==> config.mk <==
export PLATFORM = sky130hd
export DESIGN_NAME = itahp_ctrl
export DESIGN_NICKNAME = d
export VERILOG_FILES = /design/src/design/itahp_pkg.sv /design/src/design/itahp_ctrl.sv
export SDC_FILE = /design/constraint.sdc
export NUM_CORES = 1
export LEC_CHECK = 0
export BUFFER_PORTS_ARGS = -buffer_cell sky130_fd_sc_hd__buf_2
export CAP_MARGIN = 20
export CORE_AREA = 2 2 39 41
export DETAILED_ROUTE_END_ITERATION = 10
export DIE_AREA = 0 0 41 43
export HOLD_SLACK_MARGIN = 0.02
export PLACE_DENSITY = 0.62
export SLEW_MARGIN = 0
export SYNTH_ARGS = -nofsm -noshare
export SYNTH_HDL_FRONTEND = slang
export SYNTH_SLANG_ARGS = --single-unit
==> constraint.sdc <==
create_clock -name aclk -period 4.1 [get_ports aclk]
set_input_delay 0.82 -clock aclk [delete_from_list [all_inputs] [get_ports aclk]]
set_output_delay 0.82 -clock aclk [all_outputs]
set_load 0.05 [all_outputs]
==> src/design/itahp_pkg.sv <==
package itahp_pkg;

    localparam int ADDR_ENTRIES_DEF = 256;
    localparam int PORT_AW = 16;
    localparam int PORT_DEPTH = 65536;
    localparam logic [15:0] ETH_IPV4 = 16'h0800;
    localparam logic [31:0] LOOPBACK = 32'h7F00_0001;
    localparam logic [7:0] PROTO_UDP = 8'd17;
    localparam logic [1:0] KIND_OTHER = 2'd3;
    localparam logic [1:0] KIND_OUT = 2'd2;
    localparam logic [15:0] TIMEOUT_RST = 16'd30;
    localparam int IN_FIELDS_W = 170;
    localparam int IN_W = 176;
    localparam int OUT_W = 216;

    typedef enum logic [3:0] {
        ST_CLEAR,
        ST_IDLE,
        ST_SEARCH,
        ST_WAIT,
        ST_DECIDE,
        ST_COUNT,
        ST_WRITE,
        ST_OUT
    } state_t;

    typedef struct packed {
        logic clr_step;
        logic load;
        logic search_start;
        logic search_step;
        logic decide;
        logic count;
        logic write;
        logic out_load;
    } ctrl_t;

    typedef struct packed {
        logic clr_done;
        logic search_done;
    } stat_t;

endpackage

==> src/design/itahp_ctrl.sv <==
module itahp_ctrl (
    input  logic              aclk,
    input  logic              aresetn,
    input  logic              s_tvalid,
    output logic              s_tready,
    output logic              m_tvalid,
    input  logic              m_tready,
    input  itahp_pkg::stat_t  stat,
    output itahp_pkg::ctrl_t  ctrl
);

    itahp_pkg::state_t state_reg, state_next;
    logic mvalid_reg, mvalid_next;

    always_ff @(posedge aclk) begin
        if (!aresetn) begin
            state_reg  <= itahp_pkg::ST_CLEAR;
            mvalid_reg <= 1'b0;
        end else begin
            state_reg  <= state_next;
            mvalid_reg <= mvalid_next;
        end
    end

    assign m_tvalid = mvalid_reg;

    always_comb begin
        state_next  = state_reg;
        mvalid_next = mvalid_reg && !m_tready;
        ctrl        = '0;
        s_tready    = 1'b0;
        case (state_reg)
            itahp_pkg::ST_CLEAR: begin
                ctrl.clr_step = 1'b1;
                if (stat.clr_done) begin
                    state_next = itahp_pkg::ST_IDLE;
                end
            end
            itahp_pkg::ST_IDLE: begin
                s_tready = 1'b1;
                if (s_tvalid) begin
                    ctrl.load = 1'b1;
                    state_next = itahp_pkg::ST_SEARCH;
                end
            end
            itahp_pkg::ST_SEARCH: begin
                ctrl.search_start = 1'b1;
                state_next = itahp_pkg::ST_WAIT;
            end
            itahp_pkg::ST_WAIT: begin
                // one entry per cycle until the scan ends
                ctrl.search_step = 1'b1;
                if (stat.search_done) begin
                    state_next = itahp_pkg::ST_DECIDE;
                end
            end
            itahp_pkg::ST_DECIDE: begin
                ctrl.decide = 1'b1;
                state_next = itahp_pkg::ST_COUNT;
            end
            itahp_pkg::ST_COUNT: begin
                ctrl.count = 1'b1;
                state_next = itahp_pkg::ST_WRITE;
            end
            itahp_pkg::ST_WRITE: begin
                ctrl.write = 1'b1;
                state_next = itahp_pkg::ST_OUT;
            end
            itahp_pkg::ST_OUT: begin
                if (!mvalid_reg || m_tready) begin
                    ctrl.out_load = 1'b1;
                    mvalid_next = 1'b1;
                    state_next = itahp_pkg::ST_IDLE;
                end
            end
            default: state_next = itahp_pkg::ST_IDLE;
        endcase
    end

endmodule

Yosys cells after proc, flatten, opt, wreduce, memory -nomap -nowiden
Index checks and enable logic that the tools add are counted.
Widths: inputs -> output; s select.
{"block": "word_totals", "word_cells": 37, "out_inout_bits": 10, "regBits": 5, "in_bits": 6}
{"block": "classes", "n_mux": 18, "eq_ne": 11, "n_reduce_logical": 6}
{"operator": "$pmux 4 s8", "n": 1}
{"operator": "$eq 4x3->1 const B", "n": 4}
{"operator": "$mux 4", "n": 4}
{"operator": "$mux 1", "n": 13}
{"operator": "$eq 4x2->1 const B", "n": 2}
{"operator": "$ne 2x2->1 const B", "n": 4}
{"operator": "$eq 4x1->1 const B", "n": 1}
{"operator": "$logic_not 4->1", "n": 1}
{"operator": "$reduce_and 4->1", "n": 1}
{"operator": "$logic_not 1->1", "n": 2}
{"operator": "$logic_and 1x1->1", "n": 1}
{"operator": "$logic_or 1x1->1", "n": 1}

Logic depth before layout (Yosys ltp)
Gate-level depths: netlist (run 1).
{"block": "depth", "ltp_word": 4, "depth_mapped": 6, "mapped_depth_nobuf": 6}

Worst setup path before layout (run 1)
No wires, ideal clock.
{"block": "synth_timing", "kind": "reg-to-output", "from": "reg state_reg[1]", "to": "out ctrl[6] in the netlist's numbering", "path_buffers": 0, "path_slack_ns": 1.383, "required_time_ns": 3.280, "arrival_ns": 1.897, "path_stages_with_launch": 5, "cell_sequence": "dfxtp_1 inv_1 ha_1 nor2b_1 and2_1"}
{"element": "start: declaration", "line_no": "itahp_ctrl.sv:12", "source": "itahp_pkg::state_t state_reg, state_next;"}
{"element": "start signal: assignment", "line_no": "itahp_ctrl.sv:17", "source": "state_reg <= itahp_pkg::ST_CLEAR;"}
{"element": "start signal: assignment", "line_no": "itahp_ctrl.sv:20", "source": "state_reg <= state_next;"}
{"element": "end: declaration", "line_no": "itahp_ctrl.sv:9", "source": "output itahp_pkg::ctrl_t ctrl"}

==> flow_summary.json, run 1 <==
{
  "overflow": 0,
  "slew_headroom": 0.779,
  "synthMuxAreaShare": 0.0528,
  "ys_ff_latch": 4,
  "grt_usage": 0.0723,
  "cts-buffers-inserted": 3,
  "cts_tree": "yes",
  "power.density_nw_per_um2": 666,
  "yosysTopAreaCell": "dfxtp_1",
  "irDropWorstVdd_uv": 208,
  "path_depth": 4,
  "tightest_slew_ns": 0.328,
  "ant_nets": 0,
  "hp-class": "flop to flop",
  "cts_htree_levels": 1,
  "netlist_area_um2": 379,
  "drt-vias-per-instance": 4.31,
  "r2r-end": "state_reg[2]",
  "fin_util": 0.351,
  "syn2layout_area_growth_pct": 28.1,
  "start_kind": "primary input",
  "crit_path_end_kind": "primary output",
  "synth_nets": 51,
  "drtIter0Drc": 6,
  "synth_top_family_by_area": "simple AND/OR/NAND/NOR gates",
  "path_common_cell": "buf_2",
  "place.detailed.hpwl_um": 541,
  "critical-path-top-delay-family": "simple AND/OR/NAND/NOR gates",
  "fill_cells": 147,
  "leakagePower_uw": 0.000237,
  "cap_violations": 0,
  "via_count": 319,
  "ys_async_sr_fraction": 0,
  "clock_skew_ns": 0.00139,
  "slew_viol_final": 0,
  "synth_compound_area_frac": 0.185,
  "die-area_um2": 1760,
  "yosysTopAreaCellShare": 0.211,
  "syn_inst": 41,
  "dr.pass1.iters": 4,
  "cp_cell_sequence": "buf_2 -> or2b_4 -> nor2b_1 -> buf_2",
  "cpMaxStageDelayCell": "or2b_4",
  "cts.hold.buffers_added": 0,
  "holdWs_ns": 0.493,
  "largest_reg_flops": 3,
  "yosysWarningCount": 0,
  "rr_startpoint": "state_reg[0]",
  "multiInputGateArea_um2": 264,
  "ios": 16,
  "antennaDiodeCount": 0,
  "ctsResizeCount": 0,
  "critical_path_arrival_ns": 1.50,
  "dieHeight_um": 43,
  "core-area_um2": 1380,
  "ys.flop_type": "dfxtp_1",
  "clk_latency_ns": 0.23,
  "post_cts_buffers": 0,
  "avgSynthCellArea_um2": 9.25,
  "synth_xor_xnor_area_share": 0,
  "synth-simple-area-share": 0.327,
  "min_period_ns": 2.32,
  "cp_data_required_time_ns": 3.28,
  "initial_core_util": 0.274,
  "grt_pass1_vias": 236,
  "antenna_found_initial": 0,
  "hold_viol_final": 0,
  "reg2reg_depth": 5,
  "clkTransAtPathRegs_ns": 0.03,
  "critPathMaxStageDelay_ns": 0.26,
  "synth_edf_count": 0,
  "final_nets": 70,
  "wl_per_cell_um": 8.78,
  "worst-setup-path-type": "primary input to primary output",
  "startpoint": "m_tready",
  "grt_max_degree": 12,
  "drc": 0,
  "cp-endpoint": "ctrl[0]",
  "finalWirelength_um": 650,
  "finalCritPeriodShare": 0.566,
  "clk_path_buf_depth": 2,
  "synth.distinct_cells": 22,
  "seq_area_frac_synth": 0.211,
  "rows": 14,
  "worstPathMaxFanout": 3,
  "grt_pass1_wl_um": 841,
  "tns_ns": 0,
  "drive_above_1_share": 0.431,
  "gp_congestion": 0.636,
  "fmaxAchievable_mhz": 431,
  "critPathBufInv": 2,
  "setup-violations-final": 0,
  "regArea_um2": 80.1,
  "port_buffers": 15,
  "clkSinkCount": 4,
  "status": "finished, final reports clean",
  "synthTopCellsByArea": "dfxtp_1 (21%), ha_1 (13%), and2_1 (6.6%)",
  "rsz0062_at_grt": "no",
  "synthAdderAreaFrac": 0.132,
  "cts_root_buffer": "clkbuf_4",
  "r2r_slack_ns": 2.65,
  "fp.dieW_um": 41
}
==> metal layers <==
metal | share of wire | vias up | global-route usage
li1 | - | 168 | -
met1 | 0.45 | 141 | 0.0740
met2 | 0.48 | 10 | 0.116
met3 | 0.072 | 0 | 0.0157
met4 | 0 | 0 | 0.0600
met5 | 0 | - | 0
==> worst min path at each step <==
| stage | start | end | depth (start not counted) |
|---|---|---|---|
| 2_1_floorplan | state_reg[1] | state_reg[1] | 2 |
| 3_3_place_gp | state_reg[1] | state_reg[1] | 2 |
| 3_5_place_dp | state_reg[0] | state_reg[0] | 2 |
| 4_1_cts | state_reg[0] | state_reg[0] | 2 |
| 5_1_grt | state_reg[1] | state_reg[1] | 2 |
| 6_report | state_reg[0] | state_reg[0] | 2 |
==> metrics by stage <==
stage                     std cells  total power [uW]  setup WS [ns]  area [um2]
after global routing             74               348           1.72         485
final                            74               323           1.78         485
after CTS                        74               330           1.77         485
after floorplan                  41               240           1.38         379
after global placement           71               277           1.79         463
after detailed placement         71               280           1.77         463
==> logic make-up (layout without fill, tap and decap cells) <==
kind of cell,after synthesis,count (layout)
AOI/OAI and AO/OA,7,7
adders and majority gates,4,4
buffers and inverters,4,21
DFF,4,4
muxes,2,2
and+or+nand+nor,20,20
==> final cells by class <==
type                       instances  area share
multi-input combinational         33       0.544
sequential                         4       0.165
timing repair buffer              15       0.155
inverter                           3      0.0490
clock buffer                       3      0.0464
tap                               16      0.0412
==> cells in the mapped netlist (2+ instances only) <==
cell type and instances:
mux2i_1 2, inv_1 2, and2_1 4, nand2_1 4, dfxtp_1 4, nor2b_1 4
ha_1 4, nand2b_1 2, nor2_1 2
==> placed cells by master, fill, tap and decap left out <==
master / Yosys / layout
dfxtp_1: 4 / 4
and2_1: 4 / 4
a21oi_2: 1 / 1
clkbuf_4: 0 / 3
o311ai_0: 1 / 1
ha_1: 4 / 4
nand2_1: 4 / 4
nor2_1: 2 / 2
inv_1: 2 / 2
nor2_4: 1 / 1
nand2_2: 1 / 1
and2b_4: 1 / 1
inv_12: 1 / 1
a22o_1: 1 / 1
nor2b_1: 4 / 4
nand2b_1: 2 / 2
o31a_1: 1 / 1
o21a_1: 1 / 1
a211oi_4: 1 / 1
or2b_4: 1 / 1
buf_2: 0 / 15
a21boi_0: 1 / 1
mux2i_1: 2 / 2
==> power breakdown <==
part / switching (uW) / internal [uW] / total, uW
clock network: 14.3 / 32.6 / 46.9
logic: 146 / 70.0 / 216
registers: 10.9 / 49.6 / 60.5
total: 171 / 152 / 323
==> tightest hold or removal path, stage by stage (launching register included) <==
cell and delay (ns):
dfxtp_1 0.32, nand2_1 0.06, mux2i_1 0.05
Note: power is estimated with default switching activity, not from simulation.
==> run 2, diff against run 1 <==
==> constraint.sdc (replaced) <==
create_clock -name aclk -period 2.2 [get_ports aclk]
set_input_delay 0.44 -clock aclk [delete_from_list [all_inputs] [get_ports aclk]]
set_output_delay 0.44 -clock aclk [all_outputs]
set_load 0.05 [all_outputs]
==> flow_summary.json, run 2 (synthesized netlist as in run 1, its figures left out) <==
{
  "leakagePower_uw": 0.000237,
  "cp_cell_sequence": "inv_1 -> ha_1 -> nor2b_2 -> and2_1 -> buf_2",
  "worstPathMaxFanout": 6,
  "post_cts_buffers": 0,
  "critical_path_arrival_ns": 1.43,
  "drive_above_1_share": 0.448,
  "power.density_nw_per_um2": 1250,
  "drc": 0,
  "drt-vias-per-instance": 4.41,
  "rows": 14,
  "layout_common_cells": "buf_2 (15), and2_1 (4), nand2_1 (4), ha_1 (4), dfxtp_1 (4)",
  "initial_core_util": 0.274,
  "grt_pass1_vias": 299,
  "critPathBufInv": 2,
  "hp-class": "flop to flop",
  "largest_reg_flops": 3,
  "fin_util": 0.353,
  "core-area_um2": 1380,
  "port_buffers": 15,
  "cpMaxStageDelayCell": "dfxtp_1",
  "final_common_cell": "buf_2",
  "antennaDiodeCount": 0,
  "dr.pass1.iters": 3,
  "finalWirelength_um": 680,
  "cts-buffers-inserted": 3,
  "reg2reg_depth": 5,
  "final_nets": 70,
  "critPathMaxStageDelay_ns": 0.36,
  "clk_latency_ns": 0.23,
  "place.detailed.hpwl_um": 578,
  "status": "finished, final reports clean",
  "fmaxAchievable_mhz": 535,
  "cts_tree": "yes",
  "finalCritPeriodShare": 0.850,
  "ant_nets": 0,
  "die-area_um2": 1760,
  "irDropWorstVdd_uv": 422,
  "setup-violations-final": 0,
  "overflow": 0,
  "tightest_slew_ns": 0.364,
  "seqPwrFrac": 0.187,
  "rsz0062_at_grt": "no",
  "crit_path_end_kind": "primary output",
  "p_int_uw": 286,
  "slew_headroom": 0.754,
  "gp_congestion": 0.613,
  "clk_path_buf_depth": 2,
  "drtIter0Drc": 5,
  "ios": 16,
  "grt_max_degree": 12,
  "power_frac_comb": 0.664,
  "worstHoldPathCells": 2,
  "holdWs_ns": 0.498,
  "fp.dieW_um": 41,
  "slew_viol_final": 0,
  "dieHeight_um": 43,
  "clock_skew_ns": 0.00352,
  "cts.hold.buffers_added": 0,
  "start_kind": "flop",
  "hold_viol_final": 0,
  "grt_usage": 0.0942,
  "tns_ns": 0,
  "switching_share": 0.531,
  "ctsResizeCount": 0,
  "grt_pass1_wl_um": 1100,
  "path_depth": 5,
  "switchingPower_uw": 324,
  "syn2layout_area_growth_pct": 28.7,
  "worst-setup-path-type": "flop to primary output",
  "clkSinkCount": 4,
  "via_count": 326,
  "cts_root_buffer": "clkbuf_4",
  "wl_per_cell_um": 9.19,
  "cap_violations": 0,
  "antenna_found_initial": 0,
  "critical-path-top-delay-family": "flip-flops",
  "cp_data_required_time_ns": 1.76,
  "clkTransAtPathRegs_ns": 0.04,
  "min_period_ns": 1.87,
  "clkPwrFrac": 0.149,
  "cts_htree_levels": 1
}
## run 2: cell counts in the layout (fill, tap and decap cells not counted)
Identical to the previous run, type by type.
## run 2: final timing paths
kind                startpoint      endpoint  slack, ns
hold reg to reg   state_reg[1]  state_reg[1]       0.50
setup / recovery  state_reg[1]       ctrl[6]       0.33
setup reg to reg  state_reg[0]  state_reg[2]       0.73
hold / removal    state_reg[1]  state_reg[1]       0.50
## run 2: power groups by stage
stage          registers [uW]  clock network [uW]  logic [uW]
2_1_floorplan             108                   0         342
5_1_grt                   118                 106         446
6_report                  114                90.8         405
3_5_place_dp              116                   0         411
3_3_place_gp              114                   0         405
4_1_cts                   115                95.4         410
## run 2: worst register-to-register path: cells and delay by family (launching register included)
family          cells  cell delay, ns
compound gates      3            0.64
fa+ha+maj           1            0.25
buf+inv             1            0.08
flops               1            0.38
## run 2: layer usage
| metal | share of wire | wire, um | GRT usage |
|---|---|---|---|
| met2 | 0.52 | 351 | 0.159 |
| met3 | 0.065 | 44 | 0.0314 |
| met1 | 0.42 | 284 | 0.0799 |
| met4 | 0 | 0 | 0.0800 |
| met5 | 0 | 0 | 0 |
## run 2: cell type report
class	count	area (um2)
sequential	4	80.1
inverter	3	23.8
clock buffer	3	22.5
fill	153	896
timing repair buffer	15	75.1
multi-input combinational	33	267
tap	16	20.0
## run 2: metrics by stage
stage / cells / instance area [um2] / worst slack, ns / total power, uW
4_1_cts: 74 / 488 / 0.313 / 621
3_3_place_gp: 71 / 465 / 0.606 / 519
5_1_grt: 74 / 488 / 0.186 / 669
3_5_place_dp: 71 / 465 / 0.568 / 527
2_1_floorplan: 41 / 382 / 0.145 / 450
6_report: 74 / 488 / 0.330 / 610
